File: src/design/spvt_pkg.sv
package spvt_pkg;

	localparam int PRIO_W = 16;
	localparam int VAL_W  = 8;
	localparam int RANK_W = 3;

	typedef logic [PRIO_W-1:0] prio_t;
	typedef logic [VAL_W-1:0]  val_t;
	typedef logic [RANK_W-1:0] rank_t;

	typedef enum logic [2:0] {
		ST_IDLE,
		ST_FIND,
		ST_WRITE,
		ST_DROP,
		ST_INSERT,
		ST_LOAD,
		ST_EMIT
	} state_t;

	typedef struct packed {
		logic capture;
		logic find;
		logic write;
		logic drop;
		logic insert;
		logic load;
		logic shift;
	} cmd_t;

	typedef struct packed {
		logic last_rank;
	} sts_t;

endpackage

File: src/design/spvt_if.sv
interface spvt_in_if;
	logic                valid;
	logic                ready;
	spvt_pkg::prio_t     priority_req;
	spvt_pkg::val_t      value;

	modport source (output valid, output priority_req, output value, input ready);
	modport sink   (input valid, input priority_req, input value, output ready);
endinterface

interface spvt_out_if;
	logic                valid;
	logic                ready;
	spvt_pkg::rank_t     rank;
	spvt_pkg::val_t      slot_value;
	logic                rejected;
	logic                last;

	modport source (output valid, output rank, output slot_value, output rejected,
		output last, input ready);
	modport sink   (input valid, input rank, input slot_value, input rejected,
		input last, output ready);
endinterface

File: src/design/spvt_ctrl.sv
module spvt_ctrl (
	input  logic             clk,
	input  logic             arst_n,
	input  logic             in_valid,
	output logic             in_ready,
	output logic             out_valid,
	input  logic             out_ready,
	input  spvt_pkg::sts_t   sts,
	output spvt_pkg::cmd_t   cmd
);

	spvt_pkg::state_t state_q;
	spvt_pkg::state_t state_d;

	always_ff @(posedge clk or negedge arst_n) begin
		if (!arst_n) begin
			state_q <= spvt_pkg::ST_IDLE;
		end else begin
			state_q <= state_d;
		end
	end

	always_comb begin
		state_d   = state_q;
		cmd       = '0;
		in_ready  = 1'b0;
		out_valid = 1'b0;
		unique case (state_q)
			spvt_pkg::ST_IDLE: begin
				in_ready    = 1'b1;
				cmd.capture = in_valid;
				if (in_valid) begin
					state_d = spvt_pkg::ST_FIND;
				end
			end
			spvt_pkg::ST_FIND: begin
				cmd.find = 1'b1;
				state_d  = spvt_pkg::ST_WRITE;
			end
			spvt_pkg::ST_WRITE: begin
				cmd.write = 1'b1;
				state_d   = spvt_pkg::ST_DROP;
			end
			spvt_pkg::ST_DROP: begin
				cmd.drop = 1'b1;
				state_d  = spvt_pkg::ST_INSERT;
			end
			spvt_pkg::ST_INSERT: begin
				cmd.insert = 1'b1;
				state_d    = spvt_pkg::ST_LOAD;
			end
			spvt_pkg::ST_LOAD: begin
				cmd.load = 1'b1;
				state_d  = spvt_pkg::ST_EMIT;
			end
			spvt_pkg::ST_EMIT: begin
				out_valid = 1'b1;
				cmd.shift = out_ready;
				if (out_ready && sts.last_rank) begin
					state_d = spvt_pkg::ST_IDLE;
				end
			end
			default: begin
				state_d = spvt_pkg::ST_IDLE;
			end
		endcase
	end

endmodule

File: src/design/spvt_dp.sv
module spvt_dp #(
	parameter int DEPTH = 8
) (
	input  logic              clk,
	input  logic              arst_n,
	input  spvt_pkg::cmd_t    cmd,
	output spvt_pkg::sts_t    sts,
	input  spvt_pkg::prio_t   priority_req,
	input  spvt_pkg::val_t    value,
	output spvt_pkg::rank_t   rank,
	output spvt_pkg::val_t    slot_value,
	output logic              rejected,
	output logic              last
);

	localparam int IW   = $clog2(DEPTH);
	localparam int CNTW = $clog2(DEPTH + 1);

	spvt_pkg::prio_t prio_q [DEPTH];
	spvt_pkg::val_t  val_q  [DEPTH];
	logic [CNTW-1:0] count_q;

	spvt_pkg::prio_t req_prio_q;
	spvt_pkg::val_t  req_val_q;

	logic [IW-1:0]   vi_q;
	logic [IW-1:0]   pi_q;
	logic            wr_en_q;
	logic            drop_en_q;
	logic            ins_en_q;
	logic            rej_q;

	spvt_pkg::val_t  snap_q [DEPTH];
	logic [IW-1:0]   rank_q;

	logic [DEPTH-1:0] valid;
	logic [DEPTH-1:0] vhit_vec;
	logic [DEPTH-1:0] phit_vec;
	logic [DEPTH-1:0] keep;
	logic [DEPTH-1:0] keep_dn;
	logic [IW-1:0]    vi;
	logic [IW-1:0]    pi;
	logic             vhit;
	logic             phit;
	logic             wr_en;
	logic             drop_en;
	logic             ins_en;
	logic             rej;

	spvt_pkg::prio_t up_prio [DEPTH];
	spvt_pkg::val_t  up_val  [DEPTH];
	spvt_pkg::prio_t dn_prio [DEPTH];
	spvt_pkg::val_t  dn_val  [DEPTH];
	spvt_pkg::val_t  snap_up [DEPTH];

	logic [IW+2:0]   rank_ext;

	// Per-slot compares; values and priorities are unique, so any hit is the hit
	always_comb begin
		for (int i = 0; i < DEPTH; i++) begin
			valid[i]    = CNTW'(i) < count_q;
			vhit_vec[i] = valid[i] && (val_q[i] == req_val_q);
			phit_vec[i] = valid[i] && (prio_q[i] == req_prio_q);
			keep[i]     = valid[i] && (prio_q[i] > req_prio_q);
		end
		vi = '0;
		pi = '0;
		for (int i = DEPTH - 1; i >= 0; i--) begin
			if (vhit_vec[i]) begin
				vi = IW'(i);
			end
			if (phit_vec[i]) begin
				pi = IW'(i);
			end
		end
		vhit = |vhit_vec;
		phit = |phit_vec;
	end

	always_comb begin
		wr_en   = 1'b0;
		drop_en = 1'b0;
		ins_en  = 1'b0;
		rej     = 1'b0;
		if (req_prio_q == '0) begin
			drop_en = vhit;
		end else if (phit) begin
			wr_en   = !(vhit && (vi == pi));
			drop_en = vhit && (vi != pi);
		end else if (vhit) begin
			drop_en = 1'b1;
			ins_en  = 1'b1;
		end else if (count_q < CNTW'(DEPTH)) begin
			ins_en = 1'b1;
		end else begin
			rej = 1'b1;
		end
	end

	// Neighbor views of the table for compaction and insertion
	always_comb begin
		for (int j = 0; j < DEPTH - 1; j++) begin
			up_prio[j] = prio_q[j+1];
			up_val[j]  = val_q[j+1];
			snap_up[j] = snap_q[j+1];
		end
		up_prio[DEPTH-1] = '0;
		up_val[DEPTH-1]  = '0;
		snap_up[DEPTH-1] = '0;
		dn_prio[0] = '0;
		dn_val[0]  = '0;
		keep_dn[0] = 1'b1;
		for (int j = 1; j < DEPTH; j++) begin
			dn_prio[j] = prio_q[j-1];
			dn_val[j]  = val_q[j-1];
			keep_dn[j] = keep[j-1];
		end
	end

	always_ff @(posedge clk or negedge arst_n) begin
		if (!arst_n) begin
			for (int j = 0; j < DEPTH; j++) begin
				prio_q[j] <= '0;
				val_q[j]  <= '0;
			end
			count_q   <= '0;
			wr_en_q   <= 1'b0;
			drop_en_q <= 1'b0;
			ins_en_q  <= 1'b0;
			rej_q     <= 1'b0;
			rank_q    <= '0;
		end else begin
			if (cmd.find) begin
				wr_en_q   <= wr_en;
				drop_en_q <= drop_en;
				ins_en_q  <= ins_en;
				rej_q     <= rej;
			end
			if (cmd.write && wr_en_q) begin
				val_q[pi_q] <= req_val_q;
			end
			if (cmd.drop && drop_en_q) begin
				// close the gap; the zero tail moves up behind it
				for (int j = 0; j < DEPTH; j++) begin
					if (IW'(j) >= vi_q) begin
						prio_q[j] <= up_prio[j];
						val_q[j]  <= up_val[j];
					end
				end
				count_q <= count_q - 1'b1;
			end
			if (cmd.insert && ins_en_q) begin
				for (int j = 0; j < DEPTH; j++) begin
					if (!keep[j]) begin
						if (keep_dn[j]) begin
							prio_q[j] <= req_prio_q;
							val_q[j]  <= req_val_q;
						end else begin
							prio_q[j] <= dn_prio[j];
							val_q[j]  <= dn_val[j];
						end
					end
				end
				count_q <= count_q + 1'b1;
			end
			if (cmd.load) begin
				rank_q <= '0;
			end else if (cmd.shift) begin
				rank_q <= rank_q + 1'b1;
			end
		end
	end

	always_ff @(posedge clk) begin
		if (cmd.capture) begin
			req_prio_q <= priority_req;
			req_val_q  <= value;
		end
		if (cmd.find) begin
			vi_q <= vi;
			pi_q <= pi;
		end
		if (cmd.load) begin
			for (int j = 0; j < DEPTH; j++) begin
				snap_q[j] <= valid[j] ? val_q[j] : '0;
			end
		end else if (cmd.shift) begin
			for (int j = 0; j < DEPTH; j++) begin
				snap_q[j] <= snap_up[j];
			end
		end
	end

	assign rank_ext      = (IW + 3)'(rank_q);
	assign rank          = rank_ext[2:0];
	assign slot_value    = snap_q[0];
	assign rejected      = rej_q;
	assign last          = rank_q == IW'(DEPTH - 1);
	assign sts.last_rank = last;

endmodule

File: src/design/sorted_priority_value_table_unit.sv
// Sorted priority table of DEPTH entries, each a unique nonzero priority paired with a
// unique value. Each accepted item (priority_req, value) may delete, replace, move or
// insert an entry, then the full table is listed as DEPTH result items from the
// highest priority down, empty slots reading 0 and all items flagged rejected when an
// insert found the table full. The update runs as a fixed sequence of five steps
// (lookup, value write, compaction, insertion, snapshot) in a controller/datapath
// pair, followed by one result per cycle while the sink is ready; the block takes the
// next item once the last rank has gone out.
module sorted_priority_value_table_unit #(
	parameter int DEPTH = 8
) (
	input  logic   clk,
	input  logic   arst_n,
	spvt_in_if.sink    in_ch,
	spvt_out_if.source out_ch
);

	spvt_pkg::cmd_t cmd;
	spvt_pkg::sts_t sts;

	spvt_ctrl u_ctrl (
		.clk       (clk),
		.arst_n    (arst_n),
		.in_valid  (in_ch.valid),
		.in_ready  (in_ch.ready),
		.out_valid (out_ch.valid),
		.out_ready (out_ch.ready),
		.sts       (sts),
		.cmd       (cmd)
	);

	spvt_dp #(
		.DEPTH (DEPTH)
	) u_dp (
		.clk          (clk),
		.arst_n       (arst_n),
		.cmd          (cmd),
		.sts          (sts),
		.priority_req (in_ch.priority_req),
		.value        (in_ch.value),
		.rank         (out_ch.rank),
		.slot_value   (out_ch.slot_value),
		.rejected     (out_ch.rejected),
		.last         (out_ch.last)
	);

endmodule

File: src/flat_wrapper.sv
// flat-port wrapper written by rule: the top's interface ports become plain ports
module sorted_priority_value_table_unit_flat 
#(
	parameter int DEPTH = 8
)
  (clk, arst_n, in_ch_valid, in_ch_priority_req, in_ch_value, in_ch_ready, out_ch_valid, out_ch_rank, out_ch_slot_value, out_ch_rejected, out_ch_last, out_ch_ready);
  spvt_in_if in_ch_i ();
  spvt_out_if out_ch_i ();
  input  logic clk;
  input  logic arst_n;
  input wire logic [$bits(in_ch_i.valid)-1:0] in_ch_valid;
  input wire logic [$bits(in_ch_i.priority_req)-1:0] in_ch_priority_req;
  input wire logic [$bits(in_ch_i.value)-1:0] in_ch_value;
  output wire logic [$bits(in_ch_i.ready)-1:0] in_ch_ready;
  output wire logic [$bits(out_ch_i.valid)-1:0] out_ch_valid;
  output wire logic [$bits(out_ch_i.rank)-1:0] out_ch_rank;
  output wire logic [$bits(out_ch_i.slot_value)-1:0] out_ch_slot_value;
  output wire logic [$bits(out_ch_i.rejected)-1:0] out_ch_rejected;
  output wire logic [$bits(out_ch_i.last)-1:0] out_ch_last;
  input wire logic [$bits(out_ch_i.ready)-1:0] out_ch_ready;
  assign in_ch_i.valid = in_ch_valid;
  assign in_ch_i.priority_req = in_ch_priority_req;
  assign in_ch_i.value = in_ch_value;
  assign in_ch_ready = in_ch_i.ready;
  assign out_ch_valid = out_ch_i.valid;
  assign out_ch_rank = out_ch_i.rank;
  assign out_ch_slot_value = out_ch_i.slot_value;
  assign out_ch_rejected = out_ch_i.rejected;
  assign out_ch_last = out_ch_i.last;
  assign out_ch_i.ready = out_ch_ready;
  sorted_priority_value_table_unit #(.DEPTH(DEPTH)) u_core (.clk(clk), .arst_n(arst_n), .in_ch(in_ch_i), .out_ch(out_ch_i));
endmodule
File: config.mk
export PLATFORM = sky130hd
export DESIGN_NAME = sorted_priority_value_table_unit_flat
export DESIGN_NICKNAME = d
export VERILOG_FILES = /design/src/design/spvt_pkg.sv /design/src/design/spvt_if.sv /design/src/design/spvt_ctrl.sv /design/src/design/spvt_dp.sv /design/src/design/sorted_priority_value_table_unit.sv /design/src/flat_wrapper.sv
export SDC_FILE = /design/constraint.sdc
export NUM_CORES = 1
export LEC_CHECK = 0
export BUFFER_PORTS_ARGS = -buffer_cell sky130_fd_sc_hd__buf_2
export CORE_AREA = 2 2 267 269
export DETAILED_ROUTE_END_ITERATION = 10
export DIE_AREA = 0 0 269 271
export PLACE_DENSITY = 0.45
export SLEW_MARGIN = 20
export SYNTH_ARGS = -nofsm -noshare
export SYNTH_HDL_FRONTEND = slang
export SYNTH_SLANG_ARGS = --single-unit
File: constraint.sdc
create_clock -name clk -period 7.8 [get_ports clk]
set_clock_uncertainty 0.15 [all_clocks]
set_input_delay 1.17 -clock clk [delete_from_list [all_inputs] [get_ports clk]]
set_output_delay 1.17 -clock clk [all_outputs]
set_load 0.005 [all_outputs]
* After elaboration in Yosys (flattened, before gate mapping)
Memory sizes are Yosys's and may differ from the RTL's.
Index checks and enable logic that the tools add are counted.
** Cells by class
- Add/sub/neg operators :: 3
- Multiplexer cells :: 120
- Magnitude comparators :: 27
- Divide/modulo/power cells :: 0
- Bitwise logic cells :: 9
- Reduce and logical (&&, ||, !) cells :: 39
- Eq/ne operators :: 27
- Multiply operators :: 0
- Shift-type cells :: 0
** Operator list (count)
- $mux W16 :: 23
- $mux W8 :: 40
- $mux W128 :: 2
- $mux W64 :: 3
- $eq A16 B16 Y1 :: 8
- $gt A16 B16 Y1 :: 8
- $bwmux W64 :: 1
- $eq A8 B8 Y1 :: 8
- $mux W3 :: 20
- $logic_and A1 B1 Y1 :: 31
- $mux W1 :: 27
- $demux W8 S3 :: 1
- $pmux W3 S7 :: 1
- $logic_not A16 Y1 :: 1
- $lt A3 B4 Y1 const A :: 4
- $reduce_or A8 Y1 :: 2
- $eq A3 B3 Y1 const B :: 4
- $ge A3 B3 Y1 const A :: 4
- $lt A1 B4 Y1 const A :: 2
- $lt A2 B4 Y1 const A :: 2
- $mux W4 :: 2
- $or A1 B1 Y1 :: 8
- $eq A3 B2 Y1 const B :: 2
- $ge A1 B3 Y1 const A :: 2
- 16 further kinds :: 19
** Word-level totals
- Word-level logic and storage cells :: 253
- Bits in latches :: 0
- Flip-flop bits (word level) :: 236
- Memories :: 1
- RAM bits :: 64
- Memory bits (read-only) :: 0
- Bits of input ports :: 28
- Output and inout port bits :: 15
** Memories
- u_core.u_dp.snap_q :: depth 8, width 8, rd ports 8, clocked after Yosys merged registers in 0, wr ports 8, RTL line spvt_dp.sv:33 : spvt_pkg::val_t snap_q [DEPTH];

* Depth between registers and ports, before layout
Gate-level depths: netlist of the first run.
- Depth after elaboration :: 15
- Gate-level depth with buffers :: 14
- Gate-level depth less buffers :: 10

* Hierarchy
Synthesis of the first run repeated with hierarchy kept, for this count alone.
** Second synthesis, totals
- Cells, all modules :: 2037
- Area total of the unflattened synthesis :: 19628.8 sq um
** By module, submodules not included
- spvt_dp :: cells each 2012, area an instance 19426.1 sq um, times used 1, seq. area each 7902.6 sq um
- spvt_ctrl :: cells each 25, area an instance 202.7 sq um, times used 1, seq. area each 75.1 sq um

* Worst setup path after synthesis of the first run
OpenSTA, ideal clock, no wires.
- Path type :: input-to-reg
- From :: input out_ch_ready
- To :: memory u_core.u_dp.snap_q[0][0] (netlist name) (enable)
- Data required time :: 6.962 ns
- Stages on the path :: 3
- Arrival time :: 2.724 ns
- Setup slack :: 4.239 ns
- Library setup time :: 0.688 ns
- Path buffers :: 1
- Path through :: nand2_1 -> clkbuf_1 -> nand2_1
** RTL lines
- start, declared :: RTL line flat_wrapper.sv:20 : input wire logic [$bits(out_ch_i.ready)-1:0] out_ch_ready;
- end, declared :: RTL line spvt_dp.sv:33

* Final worst setup path of the first run
- From :: register u_core.u_dp.req_prio_q[1]
- To :: register u_core.u_dp.prio_q, in the netlist u_core.u_dp.dn_prio[26]
** Between the ends
- Longest elaborated chain between the ends :: 5
- Elaborated cells between the ends (all ways) :: 7
- Classes of those cells :: 2 x order compare; 3 x mux; 2 x reduce/logical
** Ends and longest elaborated chain
- start, declared :: RTL line spvt_dp.sv:23 : spvt_pkg::prio_t req_prio_q;
- start signal, assigned :: RTL line spvt_dp.sv:176 : req_prio_q <= priority_req;
- $gt A16 B16 Y1 :: RTL line spvt_dp.sv:64 : keep[i] = valid[i] && (prio_q[i] > req_prio_q);
- $logic_and A1 B1 Y1 :: RTL line spvt_dp.sv:64
- $mux W16 :: RTL line spvt_dp.sv:155 : if (keep_dn[j]) begin
- $mux W16 * :: RTL line spvt_dp.sv:154 : if (!keep[j]) begin
- $mux W128 * :: RTL line spvt_dp.sv:152 : if (cmd.insert && ins_en_q) begin
- end signal, assigned by index :: RTL line spvt_dp.sv:146 : prio_q[j] <= up_prio[j];
- end signal, assigned by index :: RTL line spvt_dp.sv:156 : prio_q[j] <= req_prio_q;
- end signal, assigned by index :: RTL line spvt_dp.sv:159 : prio_q[j] <= dn_prio[j];
- end, declared :: RTL line spvt_dp.sv:19 : spvt_pkg::prio_t prio_q [DEPTH];
Mark *: on every way between the ends. The rest lies on a longest branch, timed or not.
A chain may end at the register's enable or synchronous reset.

==> results.json, run 1 <==
{
  "dp_hpwl_um": 49110,
  "numCtsBuffers": 38,
  "dr.pass1.iters": 7,
  "status": "finished, final reports clean",
  "ys_seq_area_share_pct": 38.23,
  "htree_levels": 2,
  "ys_ff_latch": 300,
  "synth_nets": 2278,
  "grt_max_degree": 76,
  "overflow": 0,
  "max_slew_margin_pct": 25.81,
  "antenna_cells": 0,
  "cts_sinks": 300,
  "grt_pass1_wl_um": 107500,
  "grt_use_total_pct": 19.10,
  "fin_nets": 2228,
  "gp_congestion": 0.8958,
  "tns_ps": 0,
  "drive_gt1_share_pct": 8.457,
  "cp_slowest_stage_delay_ps": 720,
  "route.vias.total": 16710,
  "routed_wl_um": 69480,
  "startpoint_type": "flip-flop",
  "p_per_area_nw_per_um2": 414.3,
  "die_w_um": 269,
  "cp.required_ps": 8070,
  "io_pins": 43,
  "max_clock_freq_ghz": 0.2302,
  "r2r_start": "u_core.u_dp.req_prio_q[1]",
  "post_cts_buffers": 0,
  "cp-end-kind": "flip-flop",
  "vias_per_cell": 5.509,
  "synth-main-ff-cell": "dfrtp_1",
  "cts_tree": "yes",
  "p_leak_nw": 11.08,
  "fin_crit_sh_pct": 55.70,
  "clk_path_buf_depth": 3,
  "synthCells": 2115,
  "postRouteAntennaNets": 0,
  "critical_path_peak_fanout": 24,
  "arrival_ps": 4610,
  "io_buffer_count": 42,
  "crit_chain": "inv_1 -> ha_1 -> nor2b_1 -> o21a_1 -> o21a_1 -> o211ai_1 -> a21oi_1 -> o31ai_4 -> buf_4 -> nand2_1 -> buf_4 -> mux2i_1",
  "grt_pass1_vias": 17160,
  "cp_slowest_cell": "o31ai_4",
  "remaining_drc_errors": 0,
  "fp.dieArea_um2": 72900,
  "die_h_um": 271,
  "syn_avg_cell_area_um2": 9.866,
  "ctsResizeCount": 0,
  "startpoint": "u_core.u_dp.req_prio_q[1]",
  "async_flop_share_pct": 68.67,
  "initialDrtViolationCount": 1218,
  "yosys_warnings": 0,
  "setup_viol": 0,
  "yosysUniqueCellTypes": 72,
  "maxCapViolCount": 0,
  "min_path_type": "flip-flop to flip-flop",
  "clk_latency_ps": 560,
  "wl_per_cell_um": 22.91,
  "hold_depth": 1,
  "postCtsHoldBufs": 0,
  "drv_slew": 0,
  "rsz0062_at_grt": "false",
  "design.core.area_um2": 69790,
  "r2r.worst_path.cells": 12,
  "hold_violations": 0,
  "hold_start": "u_core.u_dp.rejected",
  "rows": 97,
  "clk_pin_slew_ps": 60,
  "power_mw": 9.598,
  "grt_antenna_before_repair": 0,
  "ir_worst_vdd_uv": 185.5,
  "cts_root_buf": "clkbuf_16",
  "synth_edf_count": 94,
  "criticalPathCategory": "flip-flop to flip-flop",
  "netlist_area_um2": 20870,
  "min_period_ps": 4344,
  "start_util_pct": 29.90,
  "tightest_slew_ps": 1109,
  "areaGrowthSynthToFinish_pct": 11.03
}
## critical path, delay by kind of cell (launching register included)
family	cells	cell delay, ps
mux	1	180
compound gates	5	1380
simple gates	2	230
fa+ha+maj	1	430
flops	1	650
buf+inv	3	1140
## cells by family (layout without fill, tap and decap cells)
family	Yosys count	count (layout)	synth area share, %
xor gates and xnor gates	70	70	2.938
buffers and inverters	218	196	4.509
adders and majority gates	135	135	8.095
AOI/OAI and AO/OA	383	383	13.05
and+or+nand+nor	591	591	13.07
DFF	300	300	38.23
muxes	418	418	20.11
## where the power goes
| group | internal [mW] | switching [mW] | leakage [nW] | total (mW) |
|---|---|---|---|---|
| combinational | 1.82 | 2.67 | 7.08 | 4.49 |
| clock | 1.06 | 0.737 | 0.595 | 1.80 |
| sequential | 2.38 | 0.930 | 3.40 | 3.31 |
| total | 5.26 | 4.33 | 11.1 | 9.60 |
## final cells by class
class	instances	area (µm²)
Fill cell	7158	46620
Multi-Input combinational cell	1597	12020
Sequential cell	300	7978
Tap cell	940	1176
Clock buffer	50	1027
Timing Repair Buffer	90	624.3
Clock inverter	18	197.7
Inverter	38	142.6
## routing by layer
layer  vias up  GRT usage [%]  share of wire [%]
li1       7777              -                  -
met1      8416          26.48                 47
met2       420          30.99                 47
met3        97          2.485                4.1
met4         0          5.278                2.3
met5         -              0                  0
## cell usage after synthesis (11+ instances only)
| cell type | count | area [µm²] |
|---|---|---|
| and3_1 | 13 | 81.33 |
| a311oi_1 | 40 | 350.3 |
| mux2i_1 | 409 | 4094 |
| clkbuf_1 | 117 | 439.2 |
| buf_2 | 35 | 175.2 |
| dfrtp_1 | 206 | 5155 |
| nor2_1 | 72 | 270.3 |
| a21oi_1 | 80 | 400.4 |
| ha_1 | 135 | 1689 |
| o21a_1 | 21 | 157.7 |
| nand2_1 | 269 | 1010 |
| o2111a_1 | 24 | 270.3 |
| a21o_1 | 24 | 180.2 |
| buf_4 | 11 | 82.58 |
| buf_1 | 12 | 45.04 |
| o21ai_0 | 71 | 355.3 |
| nor3_1 | 17 | 85.08 |
| inv_1 | 38 | 142.6 |
| nand3_1 | 109 | 545.5 |
| xor2_1 | 48 | 420.4 |
| a32oi_1 | 18 | 157.7 |
| nand4_1 | 40 | 250.2 |
| edfxtp_1 | 94 | 2823 |
| o211ai_1 | 12 | 90.09 |
| nor2b_1 | 11 | 68.82 |
| xnor2_1 | 22 | 192.7 |
| a31oi_1 | 11 | 68.82 |
| nor4_1 | 20 | 125.1 |
## per-stage QoR
stage | hold WS (ps) | instances | area (µm²) | utilization (%) | worst slack (ps)
6_report | 351.0 | 3033 | 23170 | 33.20 | 3456
5_1_grt | 379.5 | 3033 | 23170 | 33.20 | 3260
4_1_cts | 360.5 | 3031 | 23100 | 33.11 | 3463
3_5_place_dp | 346.4 | 2963 | 21880 | 31.35 | 3491
3_3_place_gp | 345.4 | 2963 | 21880 | 31.35 | 3623
2_1_floorplan | 291.9 | 2115 | 20870 | - | 4239
## final timing paths
kind	endpoint	slack (ps)
worst min register to register	u_core.u_dp.rejected	350
worst max register to register	u_core.u_dp.dn_prio[26]	3460
worst min-delay path	u_core.u_dp.rejected	350
worst max-delay path	u_core.u_dp.dn_prio[26]	3460
max in group asynchronous	u_core.u_dp.up_val[15]	5650
min in group asynchronous	u_core.u_dp.dn_prio[90]	450
## placed cells by master, fill, tap and decap left out, types with 38 or more instances in the layout
| cell | Yosys | layout |
|---|---|---|
| mux2i_1 | 409 | 409 |
| nand2_1 | 269 | 268 |
| dfrtp_1 | 206 | 206 |
| ha_1 | 135 | 135 |
| nand3_1 | 109 | 108 |
| edfxtp_1 | 94 | 94 |
| a21oi_1 | 80 | 79 |
| o21ai_0 | 71 | 71 |
| nor2_1 | 72 | 69 |
| xor2_1 | 48 | 48 |
| buf_4 | 11 | 45 |
| buf_2 | 35 | 41 |
| nand4_1 | 40 | 40 |
| a311oi_1 | 40 | 40 |
| clkbuf_16 | 0 | 39 |
| inv_1 | 38 | 38 |
## state kept, by name, summed over array words and instances (netlist names)
register and flops:
u_core.u_dp.count_q 4, u_core.u_dp.up_val 8, u_core.u_dp.vi_q 3, u_core.u_dp.prio_q 16
u_core.u_dp.dn_val 56, u_core.u_dp.dn_prio 112, u_core.u_dp.ins_en_q 1, u_core.u_dp.req_val_q 8
u_core.u_dp.rejected 1, u_core.u_dp.wr_en_q 1, u_core.u_dp.pi_q 3, u_core.u_dp.drop_en_q 1
u_core.u_dp.req_prio_q 16, u_core.u_dp.snap_q 64, u_core.u_dp.rank 3, u_core.u_ctrl.state_q 3
No activity file was read; power rests on OpenSTA's default activity.
==> run 2: changes to the inputs <==
Settings changed: ABC_AREA set to 1, CORE_AREA 2 2 267 269 to 2 2 264 266, DIE_AREA 0 0 269 271 to 0 0 266 268.
Clock period 7.8 ns to 4.3 ns, I/O delays scaled along.
==> results.json, run 2 <==
{
  "ctsResizeCount": 0,
  "setup_viol": 0,
  "power_mw": 15.65,
  "die_w_um": 266,
  "most-common-layout-cells": "nand2_1, o21ai_0, inv_1, nor2_1, nand3_1",
  "gp_congestion": 0.8620,
  "yosys_warnings": 0,
  "numCtsBuffers": 39,
  "drv_slew": 0,
  "postRouteAntennaNets": 0,
  "ys_seq_area_share_pct": 39.06,
  "design.core.area_um2": 68230,
  "status": "finished, final reports clean",
  "yosysTopAreaCell": "dfrtp_1",
  "remaining_drc_errors": 0,
  "cts_root_buf": "clkbuf_16",
  "max_slew_margin_pct": 32.47,
  "routed_wl_um": 73930,
  "synthCells": 2742,
  "startpoint_type": "flip-flop",
  "yosysUniqueCellTypes": 48,
  "synthTopCellsByArea": "dfrtp_1, edfxtp_1, nand2_1",
  "arrival_ps": 3910,
  "areaGrowthSynthToFinish_pct": 11.95,
  "overflow": 0,
  "postCtsHoldBufs": 1,
  "path_buf_inv": 3,
  "tns_ps": 0,
  "ir_worst_vdd_uv": 305.6,
  "netlist_area_um2": 20420,
  "clk_pin_slew_ps": 60,
  "synth_top_area_share_pct": 25.24,
  "min_path_type": "primary input to flip-flop",
  "io_pins": 43,
  "clockPowerShare_pct": 20.7,
  "htree_levels": 2,
  "synth_most_common_cell": "nand2_1",
  "antenna_cells": 0,
  "grt_max_degree": 92,
  "synth_nets": 2905,
  "grt_antenna_before_repair": 0,
  "synth_edf_count": 94,
  "fp.dieArea_um2": 71290,
  "crit_chain": "inv_1 -> ha_1 -> nand2_1 -> inv_1 -> a221oi_1 -> o21ai_0 -> nand2_1 -> nand3_1 -> nand2_1 -> buf_4 -> o21ai_0 -> o21ai_0",
  "cp.required_ps": 4620,
  "syn_avg_cell_area_um2": 7.448,
  "wl_per_cell_um": 20.29,
  "ys_ff_latch": 300,
  "largest_reg_flops": 112,
  "cp_slowest_cell": "edfxtp_1",
  "start_util_pct": 29.93,
  "synthTopCellsByCount": "nand2_1, o21ai_0, inv_1",
  "rsz0062_at_grt": "false",
  "fin_crit_sh_pct": 83.40,
  "vias_per_cell": 5.240,
  "synth-main-ff-cell": "dfrtp_1",
  "rows": 96,
  "p_per_area_nw_per_um2": 684.3,
  "grt_pass1_vias": 19130,
  "drive_gt1_share_pct": 7.639,
  "p_leak_nw": 10.65,
  "cts_tree": "yes",
  "post_cts_buffers": 0,
  "seq_power_share_pct": 34.4,
  "route.vias.total": 19090,
  "tightest_slew_ps": 1004,
  "grt_pass1_wl_um": 114800,
  "cp-end-kind": "flip-flop",
  "switching_power_mw": 7.201,
  "die_h_um": 268,
  "hold_violations": 0,
  "final_common_cell": "nand2_1",
  "internal_power_mw": 8.444,
  "path_delay_family": "compound AO/OA/AOI/OAI gates",
  "min_period_ps": 3586,
  "maxCapViolCount": 0,
  "initialDrtViolationCount": 1440,
  "dr.pass1.iters": 6,
  "fin_nets": 2894,
  "io_buffer_count": 42,
  "cp_slowest_stage_delay_ps": 520,
  "dp_hpwl_um": 53680,
  "pwr-share-comb_pct": 44.9,
  "clk_path_buf_depth": 3,
  "async_flop_share_pct": 68.67,
  "criticalPathCategory": "flip-flop to flip-flop",
  "grt_use_total_pct": 20.86,
  "p_sw_share_pct": 46.03,
  "nFillCells": 7323,
  "critical_path_peak_fanout": 32,
  "reg2reg_slack_ps": 710,
  "cts_sinks": 300,
  "clk_latency_ps": 570,
  "max_clock_freq_ghz": 0.2788
}
run 2: cells by family (layout without fill, tap and decap cells):
kind of cell | after synthesis | count (layout) | synth area share, %
and+or+nand+nor | 1183 | 1183 | 23.96
AOI/OAI and AO/OA | 674 | 674 | 18.52
buffers and inverters | 403 | 423 | 7.910
DFF | 300 | 300 | 39.06
adders and majority gates | 135 | 135 | 8.271
muxes | 28 | 28 | 1.458
xor gates and xnor gates | 19 | 19 | 0.8149
run 2: path summary, 6_finish.rpt:
path                                            from  cells past startpoint                          to
max                        u_core.u_dp.req_prio_q[3]                     12      u_core.u_dp.prio_q[11]
min                           in_ch_priority_req[12]                      1  u_core.u_dp.req_prio_q[12]
max reg2reg                u_core.u_dp.req_prio_q[3]                     12      u_core.u_dp.prio_q[11]
min reg2reg                      u_core.u_dp.wr_en_q                      2         u_core.u_dp.wr_en_q
max in group asynchronous                     arst_n                      3     u_core.u_dp.dn_prio[16]
min in group asynchronous                     arst_n                      2     u_core.u_dp.dn_prio[89]
run 2: cell type report:
cell class / instances / area (µm²) / area share [%]
Clock buffer: 54 / 1074 / 4.696
Multi-Input combinational cell: 2039 / 10850 / 47.46
Clock inverter: 18 / 147.6 / 0.6458
Sequential cell: 300 / 7978 / 34.89
Inverter: 239 / 899.6 / 3.935
Tap cell: 882 / 1104 / 4.827
Timing Repair Buffer: 112 / 810.8 / 3.546
run 2: metal layers:
metal | track usage [%] | vias to the layer above | share of wire (%)
met2 | 35.59 | 476 | 47
met5 | 0 | - | 0
met4 | 6.423 | 0 | 2.7
met3 | 2.456 | 108 | 4.4
met1 | 27.65 | 9210 | 46
li1 | - | 9299 | -
run 2: worst reg2reg max path, cell delays in order (launching register included):
cell      delay [ps]
edfxtp_1         520
inv_1            480
ha_1             350
nand2_1          100
inv_1             60
a221oi_1         270
o21ai_0          130
nand2_1           80
nand3_1          110
nand2_1          160
buf_4            440
o21ai_0          390
o21ai_0          250
run 2: power groups by stage:
| stage | clock network (mW) | logic, mW | registers [mW] |
|---|---|---|---|
| after floorplan | 0 | 5.03 | 4.88 |
| after global placement | 0 | 6.88 | 5.42 |
| after detailed placement | 0 | 6.99 | 5.41 |
| after CTS | 3.33 | 7.02 | 5.37 |
| after global routing | 3.45 | 8.07 | 5.50 |
| final | 3.24 | 7.03 | 5.38 |
run 2: per-stage QoR:
| stage | cells | hold WS, ps | cell area [µm²] | setup WS (ps) | util [%] |
|---|---|---|---|---|---|
| after floorplan | 2742 | 199.4 | 20420 | 1033 | - |
| final | 3644 | 94.51 | 22860 | 713.8 | 33.51 |
| after global routing | 3644 | 80.96 | 22860 | 400.4 | 33.51 |
| after detailed placement | 3571 | 336.6 | 21630 | 730.6 | 31.70 |
| after CTS | 3644 | 66.49 | 22860 | 697.8 | 33.50 |
| after global placement | 3571 | 334.7 | 21630 | 728.2 | 31.70 |
==> run 3: changes to the inputs <==
Settings changed: PLACE_DENSITY 0.45 to 0.47.
Clock period 4.3 ns to 3 ns, I/O delays scaled along.
==> results.json, run 3 (synthesis results as in run 2) <==
{
  "status": "finished, final reports clean",
  "max_clock_freq_ghz": 0.3453,
  "met2_usage_pct": 35.21,
  "arrival_ps": 2300,
  "r2r_end": "u_core.u_dp.dn_val[0]",
  "overflow": 0,
  "maxCapViolCount": 0,
  "p_leak_nw": 11.19,
  "gp_congestion": 0.8821,
  "drv_slew": 0,
  "postRouteAntennaNets": 0,
  "final_common_cell": "nand2_1",
  "numCtsBuffers": 40,
  "criticalPathCategory": "flip-flop to primary output",
  "max_slew_margin_pct": 56.44,
  "dr.pass1.iters": 5,
  "min_path_type": "primary input to flip-flop",
  "fp.dieArea_um2": 71290,
  "io_pins": 43,
  "cp_slowest_cell": "buf_4",
  "initialDrtViolationCount": 1362,
  "dp.cells": 3641,
  "met1_usage_pct": 27.82,
  "design.core.area_um2": 68230,
  "r2r_start": "u_core.u_dp.req_prio_q[10]",
  "dp_hpwl_um": 55010,
  "antenna_cells": 0,
  "ir_worst_vdd_uv": 392.7,
  "nFillCells": 7156,
  "route.vias.total": 19320,
  "wl_per_cell_um": 19.74,
  "grt_pass1_vias": 18890,
  "largest_reg_flops": 112,
  "cts_sinks": 300,
  "grt_pass1_wl_um": 114100,
  "cp_slowest_stage_delay_ps": 510,
  "path_delay_family": "buffers and inverters",
  "fin_crit_sh_pct": 96.54,
  "cp.required_ps": 2400,
  "grt_use_total_pct": 20.73,
  "clk_pin_slew_ps": 60,
  "startpoint_type": "flip-flop",
  "grt.busiest_layer": "met2",
  "cts_root_buf": "clkbuf_16",
  "remaining_drc_errors": 0,
  "tightest_slew_ps": 653.4,
  "fin_nets": 2998,
  "power_mw": 23.19,
  "critical_path_peak_fanout": 52,
  "die_h_um": 268,
  "setup_viol": 0,
  "routed_wl_um": 74010,
  "hold_depth": 5,
  "hold_start": "in_ch_valid",
  "rows": 96,
  "reg2reg_slack_ps": 160,
  "start_util_pct": 29.93,
  "cp-end-kind": "primary output",
  "drive_gt1_share_pct": 11.16,
  "clk_path_buf_depth": 3,
  "regArea_um2": 7978,
  "final_cells": 3749,
  "use_met3_pct": 2.098,
  "p_per_area_nw_per_um2": 967.5,
  "path_buf_inv": 3,
  "htree_levels": 2,
  "r2r.worst_path.cells": 12,
  "multi_input_area_um2": 10880,
  "crit_chain": "inv_1 -> nor3_2 -> buf_4 -> buf_2",
  "vias_per_cell": 5.153,
  "most-common-layout-cells": "nand2_1, o21ai_0, inv_1, nand3_1, dfrtp_1",
  "min_to": "u_core.u_ctrl.state_q[0]",
  "io_buffer_count": 42,
  "grt_max_degree": 69,
  "clk_latency_ps": 580,
  "min_period_ps": 2896,
  "cts_tree": "yes",
  "grt_antenna_before_repair": 1,
  "areaGrowthSynthToFinish_pct": 17.39,
  "die_w_um": 266,
  "hold_violations": 0
}
## run 3: final cells by class
cell class / count / area share (%)
multi-input combinational: 2039 / 45.39
sequential: 300 / 33.28
timing repair buffer: 213 / 7.333
clock buffer: 53 / 4.629
tap: 882 / 4.603
inverter: 239 / 3.799
clock inverter: 21 / 0.9029
timing repair inverter: 2 / 0.06263
## run 3: per-layer routing
metal | wire [µm] | part of all wire (%)
met1 | 34230 | 46
met2 | 35040 | 47
met3 | 2651 | 3.6
met4 | 2081 | 2.8
met5 | 0 | 0
## run 3: worst max-delay path by stage
stage                                    start                   endpoint  slack [ps]  cells past startpoint
finish                u_core.u_ctrl.state_q[2]               out_ch_valid         100                      4
CTS                 u_core.u_dp.req_prio_q[15]        u_core.u_dp.pi_q[0]         0.2                     12
global placement    u_core.u_dp.req_prio_q[15]        u_core.u_dp.pi_q[0]         -90                     12
global route         u_core.u_dp.req_prio_q[9]      u_core.u_dp.dn_val[0]          -5                     14
detailed placement  u_core.u_dp.req_prio_q[15]        u_core.u_dp.pi_q[0]          -8                     12
floorplan             u_core.u_ctrl.state_q[1]  u_core.u_dp.req_prio_q[0]         180                      3
## run 3: what timing repair did
item | 4_1_cts | 5_1_grt
hold buffers | 25 | 0
setup endpoints to repair | 0 | 128
hold endpoints to repair | 89 | 0
gates resized for setup | 0 | 30
buffers inserted | 0 | 7
## run 3: report_power, final
group | total (mW) | internal [mW] | switching [mW]
sequential | 7.67 | 5.93 | 1.74
clock | 4.94 | 2.88 | 2.05
combinational | 10.6 | 3.92 | 6.66
## run 3: stage by stage
stage	util [%]	setup TNS, ps	worst slack [ps]	hold slack, ps	instance area, µm²
after floorplan	-	0	180.3	4.409	20420
after global placement	32.63	-93.33	-93.33	342.0	22270
after detailed placement	32.63	-8.498	-8.498	348.9	22270
after CTS	34.95	0	0.2012	108.3	23840
after global routing	35.14	-5.121	-5.121	139.3	23970
final	35.14	0	103.7	140.0	23970
## run 3: tightest hold or removal path: cells and delay by family
kind / cells / cell delay (ps)
buf+inv: 3 / 220
simple gates: 1 / 90
compound gates: 1 / 80
